### config.mk
export PLATFORM = sky130hd
export DESIGN_NAME = bounded_deque_engine_unit
export DESIGN_NICKNAME = d
export VERILOG_FILES = /design/src/sv/bde_pkg.sv /design/src/sv/bounded_deque_engine_unit.sv /design/src/sv/bde_store.sv /design/src/sv/bde_ctrl.sv
export SDC_FILE = /design/constraint.sdc
export NUM_CORES = 2
export LEC_CHECK = 0
export BUFFER_PORTS_ARGS = -buffer_cell sky130_fd_sc_hd__buf_2
export CAP_MARGIN = 25
export CORE_UTILIZATION = 35
export CTS_CLUSTER_SIZE = 24
export DETAILED_ROUTE_END_ITERATION = 7
export MAX_ROUTING_LAYER = met4
export SLEW_MARGIN = 15
export SYNTH_ARGS = -nofsm -noshare
export SYNTH_HDL_FRONTEND = slang
export SYNTH_SLANG_ARGS = --single-unit
### constraint.sdc
create_clock -name clk -period 4.9 [get_ports clk]
set_clock_uncertainty 0.1 [all_clocks]
set_input_delay 0.49 -clock clk [delete_from_list [all_inputs] [get_ports clk]]
set_output_delay 0.49 -clock clk [all_outputs]
set_load 0.1 [all_outputs]
### src/sv/bde_pkg.sv
`timescale 1ns / 1ps
`default_nettype none
// ----------------------------------------------------------------------------
// bde_pkg
// Shared types and constants of the bounded deque engine.
// ----------------------------------------------------------------------------
package bde_pkg;

  localparam int DEPTH_DEF = 64;
  localparam int OP_W      = 3;
  localparam int DATA_W    = 32;
  localparam int STATUS_W  = 2;
  localparam int FILL_W    = 7;

  typedef enum logic [OP_W-1:0] {
    OP_PUSH_FRONT = 3'd0,
    OP_PUSH_BACK  = 3'd1,
    OP_LIST_ALL   = 3'd2,
    OP_POP_FRONT  = 3'd3,
    OP_POP_BACK   = 3'd4
  } op_t;

  typedef enum logic [STATUS_W-1:0] {
    ST_OK    = 2'd0,
    ST_EMPTY = 2'd1,
    ST_FULL  = 2'd2
  } status_t;

  typedef struct packed {
    logic wr_en;
    logic rd_en;
  } mem_ctl_t;

endpackage
`default_nettype wire

### src/sv/bounded_deque_engine_unit.sv
`timescale 1ns / 1ps
`default_nettype none
// ----------------------------------------------------------------------------
// bounded_deque_engine_unit
// Double-ended queue of signed 32-bit values held in a ring-buffer memory.
// ----------------------------------------------------------------------------
// The block takes one request item at a time and returns its result items
// through a registered output. A push, or any request that reports empty or
// full, has its result registered on acceptance when the output register is
// free, else it waits in S_NOTE. A pop reads the entry memory, whose read
// result is registered, and S_POP then registers the entry as the result. A
// listing reads the front entry first, then offers one entry per cycle while
// out_ready stays high, since each entry is read from the single memory read
// port while the previous one is offered. A stalled output holds each step.
// A new request is taken in the cycle after the last result of the previous
// one is registered, even while that result still waits to be taken.
// Unknown operation codes are accepted and give no result.
module bounded_deque_engine_unit import bde_pkg::*; #(
  parameter int DEPTH = DEPTH_DEF
) (
  input  wire logic                     clk,
  input  wire logic                     rst_n,
  input  wire logic                     in_valid,
  output logic                          in_ready,
  input  wire logic [OP_W-1:0]          in_operation,
  input  wire logic signed [DATA_W-1:0] in_value,
  output logic                          out_valid,
  input  wire logic                     out_ready,
  output logic [STATUS_W-1:0]           out_status,
  output logic signed [DATA_W-1:0]      out_item_value,
  output logic [FILL_W-1:0]             out_fill_level,
  output logic                          out_last
);

  mem_ctl_t                   mem_ctl;
  logic [$clog2(DEPTH)-1:0]   wr_addr;
  logic signed [DATA_W-1:0]   wr_data;
  logic [$clog2(DEPTH)-1:0]   rd_addr;
  logic signed [DATA_W-1:0]   rd_data;

  bde_ctrl #(
    .DEPTH (DEPTH)
  ) u_ctrl (
    .clk            (clk),
    .rst_n          (rst_n),
    .in_valid       (in_valid),
    .in_ready       (in_ready),
    .in_operation   (in_operation),
    .in_value       (in_value),
    .out_valid      (out_valid),
    .out_ready      (out_ready),
    .out_status     (out_status),
    .out_item_value (out_item_value),
    .out_fill_level (out_fill_level),
    .out_last       (out_last),
    .mem_ctl        (mem_ctl),
    .wr_addr        (wr_addr),
    .wr_data        (wr_data),
    .rd_addr        (rd_addr),
    .rd_data        (rd_data)
  );

  bde_store #(
    .DEPTH (DEPTH)
  ) u_store (
    .clk     (clk),
    .mem_ctl (mem_ctl),
    .wr_addr (wr_addr),
    .wr_data (wr_data),
    .rd_addr (rd_addr),
    .rd_data (rd_data)
  );

  a_err_is_last: assert property (@(posedge clk) disable iff (!rst_n)
    (out_valid && (out_status != ST_OK)) |-> out_last)
    else $error("Empty or full report is not the last item.");

  a_full_level: assert property (@(posedge clk) disable iff (!rst_n)
    (out_valid && (out_status == ST_FULL)) |-> (out_fill_level == FILL_W'(DEPTH)))
    else $error("Full report with a fill level below the depth.");

  a_empty_level: assert property (@(posedge clk) disable iff (!rst_n)
    (out_valid && (out_status == ST_EMPTY)) |-> (out_fill_level == '0))
    else $error("Empty report with a nonzero fill level.");

  a_level_bound: assert property (@(posedge clk) disable iff (!rst_n)
    out_valid |-> (out_fill_level <= FILL_W'(DEPTH)))
    else $error("Fill level above the depth.");

endmodule
`default_nettype wire

### src/sv/bde_store.sv
`timescale 1ns / 1ps
`default_nettype none
// ----------------------------------------------------------------------------
// bde_store
// Entry memory of the deque: one write port and one read port with a
// registered read result.
// ----------------------------------------------------------------------------
module bde_store import bde_pkg::*; #(
  parameter int DEPTH = DEPTH_DEF
) (
  input  wire logic                       clk,
  input  wire mem_ctl_t                   mem_ctl,
  input  wire logic [$clog2(DEPTH)-1:0]   wr_addr,
  input  wire logic signed [DATA_W-1:0]   wr_data,
  input  wire logic [$clog2(DEPTH)-1:0]   rd_addr,
  output logic signed [DATA_W-1:0]        rd_data
);

  logic signed [DATA_W-1:0] mem [DEPTH];
  logic signed [DATA_W-1:0] rd_data_r;

  always_ff @(posedge clk) begin
    if (mem_ctl.wr_en) begin
      mem[wr_addr] <= wr_data;
    end
    if (mem_ctl.rd_en) begin
      rd_data_r <= mem[rd_addr];
    end
  end

  assign rd_data = rd_data_r;

endmodule
`default_nettype wire

### src/sv/bde_ctrl.sv
`timescale 1ns / 1ps
`default_nettype none
// ----------------------------------------------------------------------------
// bde_ctrl
// Request sequencer: keeps the front index and the fill count, drives the
// entry memory and holds the registered result item.
// ----------------------------------------------------------------------------
module bde_ctrl import bde_pkg::*; #(
  parameter int DEPTH = DEPTH_DEF
) (
  input  wire logic                       clk,
  input  wire logic                       rst_n,
  input  wire logic                       in_valid,
  output logic                            in_ready,
  input  wire logic [OP_W-1:0]            in_operation,
  input  wire logic signed [DATA_W-1:0]   in_value,
  output logic                            out_valid,
  input  wire logic                       out_ready,
  output logic [STATUS_W-1:0]             out_status,
  output logic signed [DATA_W-1:0]        out_item_value,
  output logic [FILL_W-1:0]               out_fill_level,
  output logic                            out_last,
  output mem_ctl_t                        mem_ctl,
  output logic [$clog2(DEPTH)-1:0]        wr_addr,
  output logic signed [DATA_W-1:0]        wr_data,
  output logic [$clog2(DEPTH)-1:0]        rd_addr,
  input  wire logic signed [DATA_W-1:0]   rd_data
);

  localparam int IDX_W = $clog2(DEPTH);
  localparam int CNT_W = $clog2(DEPTH + 1);

  typedef enum logic [1:0] {
    S_IDLE,
    S_NOTE,
    S_POP,
    S_LIST
  } state_t;

  function automatic logic [IDX_W-1:0] ring_add(input logic [IDX_W-1:0] a,
                                                input logic [IDX_W-1:0] b);
    logic [IDX_W:0] s;
    s = {1'b0, a} + {1'b0, b};
    if (s >= (IDX_W + 1)'(DEPTH)) begin
      s = s - (IDX_W + 1)'(DEPTH);
    end
    return s[IDX_W-1:0];
  endfunction

  state_t                   state_r, state_nxt;
  logic [IDX_W-1:0]         front_r, front_nxt;
  logic [CNT_W-1:0]         count_r, count_nxt;
  logic [IDX_W-1:0]         lst_r, lst_nxt;
  status_t                  note_status_r, note_status_nxt;
  logic [CNT_W-1:0]         note_fill_r, note_fill_nxt;
  logic                     out_valid_r, out_valid_nxt;
  status_t                  out_status_r, out_status_nxt;
  logic signed [DATA_W-1:0] out_item_r, out_item_nxt;
  logic [CNT_W-1:0]         out_fill_r, out_fill_nxt;
  logic                     out_last_r, out_last_nxt;

  logic             accept;
  logic             out_free;
  logic             full;
  logic             empty;
  op_t              op;
  logic [IDX_W-1:0] front_dec;
  logic [IDX_W-1:0] front_inc;
  logic [IDX_W-1:0] back_pos;
  logic [IDX_W-1:0] last_pos;
  logic [IDX_W-1:0] list_next;
  logic             list_done;

  assign in_ready  = (state_r == S_IDLE);
  assign accept    = in_valid && in_ready;
  assign out_free  = !out_valid_r || out_ready;
  assign full      = (count_r == CNT_W'(DEPTH));
  assign empty     = (count_r == '0);
  assign op        = op_t'(in_operation);
  assign front_dec = (front_r == '0) ? IDX_W'(DEPTH - 1) : front_r - 1'b1;
  assign front_inc = ring_add(front_r, IDX_W'(1));
  assign back_pos  = ring_add(front_r, count_r[IDX_W-1:0]);
  assign last_pos  = ring_add(front_r, IDX_W'(count_r - 1'b1));
  assign list_next = ring_add(front_r, lst_r + 1'b1);
  assign list_done = ((CNT_W'(lst_r) + 1'b1) == count_r);

  always_comb begin
    logic             res_now;
    status_t          res_status;
    logic [CNT_W-1:0] res_fill;

    res_now         = 1'b0;
    res_status      = ST_OK;
    res_fill        = count_r;
    state_nxt       = state_r;
    front_nxt       = front_r;
    count_nxt       = count_r;
    lst_nxt         = lst_r;
    note_status_nxt = note_status_r;
    note_fill_nxt   = note_fill_r;
    out_valid_nxt   = out_valid_r && !out_ready;
    out_status_nxt  = out_status_r;
    out_item_nxt    = out_item_r;
    out_fill_nxt    = out_fill_r;
    out_last_nxt    = out_last_r;
    mem_ctl         = '0;
    wr_addr         = back_pos;
    wr_data         = in_value;
    rd_addr         = front_r;

    unique case (state_r)
      S_IDLE: begin
        if (accept) begin
          unique case (op)
            OP_PUSH_FRONT, OP_PUSH_BACK: begin
              res_now = 1'b1;
              if (full) begin
                res_status = ST_FULL;
              end else begin
                mem_ctl.wr_en = 1'b1;
                if (op == OP_PUSH_FRONT) begin
                  wr_addr   = front_dec;
                  front_nxt = front_dec;
                end
                count_nxt = count_r + 1'b1;
                res_fill  = count_r + 1'b1;
              end
            end
            OP_LIST_ALL: begin
              if (empty) begin
                res_now    = 1'b1;
                res_status = ST_EMPTY;
              end else begin
                mem_ctl.rd_en = 1'b1;
                rd_addr       = front_r;
                lst_nxt       = '0;
                state_nxt     = S_LIST;
              end
            end
            OP_POP_FRONT, OP_POP_BACK: begin
              if (empty) begin
                res_now    = 1'b1;
                res_status = ST_EMPTY;
              end else begin
                mem_ctl.rd_en = 1'b1;
                if (op == OP_POP_FRONT) begin
                  rd_addr   = front_r;
                  front_nxt = front_inc;
                end else begin
                  rd_addr = last_pos;
                end
                count_nxt = count_r - 1'b1;
                state_nxt = S_POP;
              end
            end
            default: begin
            end
          endcase
          if (res_now) begin
            if (out_free) begin
              out_valid_nxt  = 1'b1;
              out_status_nxt = res_status;
              out_item_nxt   = '0;
              out_fill_nxt   = res_fill;
              out_last_nxt   = 1'b1;
            end else begin
              note_status_nxt = res_status;
              note_fill_nxt   = res_fill;
              state_nxt       = S_NOTE;
            end
          end
        end
      end
      S_NOTE: begin
        if (out_free) begin
          out_valid_nxt  = 1'b1;
          out_status_nxt = note_status_r;
          out_item_nxt   = '0;
          out_fill_nxt   = note_fill_r;
          out_last_nxt   = 1'b1;
          state_nxt      = S_IDLE;
        end
      end
      S_POP: begin
        if (out_free) begin
          out_valid_nxt  = 1'b1;
          out_status_nxt = ST_OK;
          out_item_nxt   = rd_data;
          out_fill_nxt   = count_r;
          out_last_nxt   = 1'b1;
          state_nxt      = S_IDLE;
        end
      end
      S_LIST: begin
        if (out_free) begin
          out_valid_nxt  = 1'b1;
          out_status_nxt = ST_OK;
          out_item_nxt   = rd_data;
          out_fill_nxt   = count_r;
          out_last_nxt   = list_done;
          if (list_done) begin
            state_nxt = S_IDLE;
          end else begin
            mem_ctl.rd_en = 1'b1;
            rd_addr       = list_next;
            lst_nxt       = lst_r + 1'b1;
          end
        end
      end
      default: begin
        state_nxt = S_IDLE;
      end
    endcase
  end

  always_ff @(posedge clk) begin
    if (!rst_n) begin
      state_r     <= S_IDLE;
      front_r     <= '0;
      count_r     <= '0;
      out_valid_r <= 1'b0;
    end else begin
      state_r     <= state_nxt;
      front_r     <= front_nxt;
      count_r     <= count_nxt;
      out_valid_r <= out_valid_nxt;
    end
    lst_r         <= lst_nxt;
    note_status_r <= note_status_nxt;
    note_fill_r   <= note_fill_nxt;
    out_status_r  <= out_status_nxt;
    out_item_r    <= out_item_nxt;
    out_fill_r    <= out_fill_nxt;
    out_last_r    <= out_last_nxt;
  end

  assign out_valid      = out_valid_r;
  assign out_status     = out_status_r;
  assign out_item_value = out_item_r;
  assign out_fill_level = FILL_W'(out_fill_r);
  assign out_last       = out_last_r;

endmodule
`default_nettype wire

# Yosys cells after proc, flatten, opt, wreduce, memory -nomap -nowiden
# Memories as Yosys holds them, arrays and structs flattened. A register that Yosys moved wholly into a read port is not among the register bits.
# Cells that the tools add are included.
dict set report totals {
  ff_bits 73
  mem_bits_rw 2048
  in_bits 39
  output_inout_bits 44
  elab_cells 164
  memories 1
}
# memory words width rd rd_clocked_by_memory_dff wr line_no
set mem_list {}
lappend mem_list {u_store.mem 64 32 1 1 1 bde_store.sv:19} ;# logic signed [DATA_W-1:0] mem [DEPTH];
dict set report op_classes {
  addsub 13
  n_lt_le_gt_ge 4
  n_eq_ne 24
  n_mux 85
  bitwise 1
  reduce_logical 25
}
# cell count
set op_table {}
lappend op_table {{two-way mux 6 bit} 25}
lappend op_table {{two-way mux 32 bit} 4}
lappend op_table {{one-hot mux 32 bit (3 select lines)} 1}
lappend op_table {{two-way mux 7 bit} 8}
lappend op_table {{one-hot mux 6 bit (2 select lines)} 3}
lappend op_table {{subtractor 6 x 1 -> 6 bit (second input constant)} 5}
lappend op_table {{>= comparator 7 bit (second input constant)} 4}
lappend op_table {{two-way mux 2 bit} 14}
lappend op_table {{adder 6 x 6 -> 7 bit} 3}
lappend op_table {{one-hot mux 7 bit (3 select lines)} 1}
lappend op_table {{two-way mux 1 bit} 20}
lappend op_table {{!= test 2 bit (second input constant)} 8}
lappend op_table {{adder 6 x 1 -> 7 bit (second input constant)} 2}
lappend op_table {{!= test 2 x 1 -> 1 bit (second input constant)} 7}
lappend op_table {{one-hot mux 7 bit (2 select lines)} 1}
lappend op_table {{one-hot mux 2 bit (3 select lines)} 2}
lappend op_table {{AND reduction 4 bit} 3}
lappend op_table {{one-hot mux 2 bit (2 select lines)} 2}
lappend op_table {{OR reduction 2 bit} 4}
lappend op_table {{adder 7 x 1 -> 7 bit (second input constant)} 1}
lappend op_table {{equality test 7 bit} 1}
lappend op_table {{equality test 7 bit (second input constant)} 1}
lappend op_table {{logical NOT 7 bit} 1}
lappend op_table {{AND reduction 7 bit} 1}
lappend op_table {{other kinds (21)} 30}

# Depth between registers and ports, before layout
dict set report logic_depth {
  word_depth 9
  depth_mapped 16
  ltp_nobuf 14
}

# Modules after synthesis
# A second synthesis with hierarchy kept.
dict set report unflattened {
  cells_unflattened 4038
  hier_area_um2 84385.9
}
# mod n_inst cells_per_inst area_each_um2 seq_area_each_um2
set modules_own_cells {}
lappend modules_own_cells {bde_store 1 3511 79359.9 62459.9}
lappend modules_own_cells {bde_ctrl 1 527 5026.1 2031.9}

# Worst setup path after synthesis
# No wires, ideal clock.
dict set report synth_path {
  path_type {reg2reg}
  start {register u_ctrl.state_r[0]}
  end {memory u_store.mem[49][0], enable pin}
  setup_time_ns 0.421
  t_arrival_ns 4.265
  required_ns 4.379
  slack_ns 0.114
  path_stages_with_launch 11
  path_buffers 1
  synth_period_minus_slack_ns 4.786
  cell_sequence {dfxtp_1 > inv_1 > ha_1 > nand2_1 > nor4_1 > clkbuf_1 > nand3_1 > o21a_1 > nor2_1 > nand2_1 > nor2_1}
}
dict set report synth_via {
  elab_chain_len 6
  word_cells_on_any_way 8
  cone_classes {mux (6); reduce/logical (2)}
}
# element line_no
set synth_rtl {}
lappend synth_rtl {{start: declaration} bde_ctrl.sv:50} ;# state_t state_r, state_nxt;
lappend synth_rtl {{start signal: assignment} bde_ctrl.sv:223} ;# state_r <= state_nxt;
lappend synth_rtl {{logical NOT 2 bit *} bde_ctrl.sv:74} ;# assign in_ready = (state_r == S_IDLE);
lappend synth_rtl {{via in_ready} bounded_deque_engine_unit.sv:24} ;# output logic in_ready,
lappend synth_rtl {{logical AND 1 bit} bde_ctrl.sv:75} ;# assign accept = in_valid && in_ready;
lappend synth_rtl {{two-way mux 2 bit} bde_ctrl.sv:113} ;# if (accept) begin
lappend synth_rtl {{two-way mux 1 bit} bde_ctrl.sv:111} ;# unique case (state_r)
lappend synth_rtl {{two-way mux 1 bit} bde_store.sv:23} ;# if (mem_ctl.wr_en) begin
lappend synth_rtl {{two-way mux 1 bit (not written as such)} bde_store.sv:24} ;# mem[wr_addr] <= wr_data;
lappend synth_rtl {{end: declaration} bde_store.sv:19}
# The timed path passes the listed nets; every way through them passes the cells marked *.

# Final worst setup path
dict set report layout_path {
  start {register u_ctrl.lst_r[0]}
  end {register u_store.rd_data_r[17] (netlist: u_store.rd_data[17]), read port of u_store.mem (data pin)}
}
dict set report layout_via {
  elab_chain_len 7
  word_cells_on_any_way 13
  cone_classes {add/sub (4); order compare (1); eq/ne (1); mux (7)}
}
# element line_no
set layout_rtl {}
lappend layout_rtl {{start: declaration} bde_ctrl.sv:53} ;# logic [IDX_W-1:0] lst_r, lst_nxt;
lappend layout_rtl {{start signal: assignment} bde_ctrl.sv:228} ;# lst_r <= lst_nxt;
lappend layout_rtl {{adder 6 x 1 -> 6 bit} bde_ctrl.sv:84} ;# assign list_next = ring_add(front_r, lst_r + 1'b1);
lappend layout_rtl {{adder 6 x 6 -> 7 bit} bde_ctrl.sv:43} ;# s = {1'b0, a} + {1'b0, b};
lappend layout_rtl {{subtractor 6 x 1 -> 6 bit / >= comparator 7 bit (equally long branches)} {bde_ctrl.sv:45, bde_ctrl.sv:44}}
lappend layout_rtl {{two-way mux 6 bit} bde_ctrl.sv:44} ;# if (s >= (IDX_W + 1)'(DEPTH)) begin
lappend layout_rtl {{two-way mux 6 bit} bde_ctrl.sv:201} ;# if (list_done) begin
lappend layout_rtl {{two-way mux 6 bit} bde_ctrl.sv:195} ;# if (out_free) begin
lappend layout_rtl {{one-hot mux 6 bit (2 select lines)} bde_ctrl.sv:111}
lappend layout_rtl {{end: declaration} bde_store.sv:20} ;# logic signed [DATA_W-1:0] rd_data_r;
# Parallel ways exist; a longest one is shown, timed or not.
# A chain may end at the register's enable or synchronous reset.

==> out/results.tsv <==
metric	value	unit
Area after DPL	102000	um2
root buffer cell	clkbuf_16	
io pins	83	
worst slew pin tran	1.09	ns
crit path kind	flop to flop	
Max FO, Critical Path	95	
run status	complete, no violations	
Net Count, Synth	7296	
DR vias	70717	
Critical Path Sink Type	flop	
CTS clk-pin slew, worst paths	0.07	ns
clock net sink count	2153	
Critical Path Max Stage Delay	0.54	ns
Die W	520	um
worst path arrival time	5.37	ns
layout cells sized above 1	13.6	%
final WL	341000	um
Compound-Gate Fraction of Synth Area	19.8	%
syn avg cell area	13.0	um2
crit path max-delay cell type	a221o_4	
crit path launch type	flop	
Post-DRT Antenna Nets	0	
Post-synth top flop	edfxtp_1	
most common cell after layout, fill and taps aside	edfxtp_1	
gr ovfl total	0	
Final period util	98.7	%
crit-path most repeated cell	o211ai_1	
H-tree levels	4	
max frequency	207	MHz
WL/cell	31.1	um
Via density	6.44	
mux contribution to synthesized area	0.114	%
largest net degree at the start of global routing	120	
CTS tree	done	
crit-path leading delay family	compound AO/OA/AOI/OAI gates	
final-stage net count	7296	
Max-Cap Viols	0	
vias in the first global route	66498	
Worst EP required	5.43	ns
async set-or-reset flop fraction in the synthesized netlist	0	%
Worst-Skew Late Latency	0.88	ns
Yosys reg bits	2153	
min Tclk post-route	4.84	ns
first-pass GRT wire length	487000	um
main combinational cell family by area after synthesis	compound AO/OA/AOI/OAI gates	
most frequent cells in the layout	edfxtp_1, o21ai_0, nand3_1	
Mapped Area	94100	um2
Overall Global Routing Usage	25.1	%
count of buffer and inverter cells on the critical path	2	
drt drc	0	
Final Core Density	41.3	%
post-synth cell types	69	
Worst VDD drop	0.411	mV
design area	110000	um2
initial antenna violation count	38	
Rows	189	
Synth Area in Adders	0.396	%
Fin. Hold Viols	0	
Initial Utilization	35.3	%
yosys synthesis warning count	0	
EDFF count, synth	2137	
I/O Buffers	82	
HP Class	input pin to flop	
Iter 0 DRT Violations	11103	
Synth Area in Simple Gates	7.07	%
Die H	520	um
Num CTS Buffers	222	
cells after synthesis	7229	
Fill cells	24383	
Slew Viols, Final	0	
xor/xnor share of the synthesized area	0.378	%
CORE AREA	266000	um2
post-synthesis sequential area ratio	68.6	%
PwrDens	385	nW/um2
relative slew slack	27.1	%
clk buf depth	3	
Final Setup Violations	0	
synthesis-to-finish area growth	17.0	%
global placement routability congestion	0.876	
DP Wirelength	187000	um
crit path cell chain	ha_1, xor2_1, o211ai_1, a31oi_2, o311ai_4, o21ai_4, nor2_1, a221o_4, buf_12, o211ai_1, a41oi_2, buf_4, or4_1	
Initial DRT Pass Iterations	8	
P_leak	34.7	nW
Die ar.	271000	um2
## kinds of logic (layout without fill, tap and decap cells)
| group | after synthesis | in the layout |
|---|---|---|
| flops | 2153 | 2153 |
| simple gates | 1333 | 1333 |
| fa+ha+maj | 28 | 28 |
| mux | 10 | 10 |
| other cells | 0 | 27 |
| buf+inv | 855 | 1051 |
| xor+xnor | 39 | 39 |
| compound gates | 2811 | 2811 |
## registers in the layout, summed over array words and instances, names as in the netlist
name,count
u_store.mem,2048
u_ctrl.out_item_value,32
u_store.rd_data,32
u_ctrl.count_r,7
u_ctrl.note_fill_r,7
u_ctrl.out_fill_level,7
u_ctrl.front_r,6
u_ctrl.lst_r,6
u_ctrl.note_status_r,2
u_ctrl.out_status,2
u_ctrl.state_r,2
u_ctrl.out_last,1
u_ctrl.out_valid,1
## layout make-up
cell class,instances,area [um2],share of cell area (%)
clock buffer,263,5770,5.24
sequential,2153,64500,58.6
antenna,27,67.6,0.0614
tap,3533,4420,4.02
clock inverter,157,1450,1.31
timing repair buffer,611,7000,6.36
multi-input combinational,4221,26800,24.4
inverter,20,75.1,0.0682
## worst reg2reg max path, stage by stage, from the launching register on
cell and delay [ns]:
edfxtp_1 0.46, ha_1 0.30, xor2_1 0.26, o211ai_1 0.14, a31oi_2 0.22, o311ai_4 0.23
o21ai_4 0.29, nor2_1 0.20, a221o_4 0.54, buf_12 0.23, o211ai_1 0.60, a41oi_2 0.27
buf_4 0.24, or4_1 0.51
## through the flow
stage / cells / hold slack [ns] / setup slack [ns] / total power [mW] / TNS (ns)
3_3_place_gp: 10498 / 0.441 / -0.0694 / 25.7 / -0.0694
4_1_cts: 10940 / 0.00203 / 0.103 / 42.4 / 0
3_5_place_dp: 10505 / 0.464 / -0.0734 / 25.8 / -0.0734
5_1_grt: 10979 / 0.0444 / -0.00737 / 43.5 / -0.00737
2_1_floorplan: 7229 / 0.397 / 0.114 / 23.7 / 0
6_report: 10985 / 0.0126 / 0.0619 / 42.4 / 0
## what timing repair did
action | in CTS | in global routing
hold endpoints to repair | 90 | 111
setup buffers | 4 | 3
gates resized for setup | 0 | 5
hold buffers | 11 | 7
pin swaps | 1 | 2
setup endpoints to repair | 1 | 10
## cells in the mapped netlist (3+ instances only)
master	instances	share of area [%]
edfxtp_1	2137	68
nor3b_1	3	0.024
a221o_1	3	0.032
or4_1	32	0.26
inv_1	19	0.076
o22ai_1	3	0.020
mux2i_1	6	0.064
nand2b_1	5	0.033
o21a_1	6	0.048
nand3_2	3	0.032
fa_1	3	0.064
o31ai_1	4	0.032
ha_1	25	0.33
nand4_1	3	0.020
buf_1	84	0.34
xnor2_1	22	0.20
a41oi_1	128	1.2
dfxtp_1	16	0.34
o21bai_1	3	0.024
nor3_1	8	0.043
a21oi_1	30	0.16
o211ai_1	516	4.1
nor2b_1	4	0.027
and2_1	38	0.25
a31oi_1	3	0.020
buf_4	4	0.032
xor2_1	16	0.15
a221oi_1	7	0.065
a21o_1	11	0.088
nor2_1	130	0.52
nand3_1	1037	5.5
nand2_1	53	0.21
a211oi_1	516	4.1
clkbuf_1	578	2.3
buf_6	3	0.036
buf_2	166	0.88
a22oi_1	516	4.1
o21ai_0	1045	5.6
or2_2	5	0.033
nor4_1	3	0.020
## path summary, 6_finish.rpt
check               startpoint                  end  slack, ns  cells past startpoint
max            u_ctrl.lst_r[0]  u_store.rd_data[17]       0.06                     13
min               in_value[29]  u_store.mem[20][29]       0.01                      1
max reg2reg    u_ctrl.lst_r[0]  u_store.rd_data[17]       0.06                     13
min reg2reg  u_ctrl.state_r[1]    u_ctrl.state_r[1]       0.46                      2
## where the power goes
group,total [mW],switching (mW),leakage [nW],internal (mW)
sequential,20.5,0.0771,19.4,20.4
combinational,5.01,3.50,11.8,1.51
clock,16.9,7.39,3.53,9.51
total,42.4,11.0,34.7,31.4
## per-layer routing
metal | up-vias | track usage, % | part of all wire (%)
li1 | 29235 | - | -
met1 | 35780 | 32.5 | 38
met2 | 4903 | 37.8 | 46
met3 | 799 | 5.01 | 11
met4 | 0 | 11.8 | 4.8
met5 | - | - | 0
Note: power is estimated with default switching activity, not from simulation.
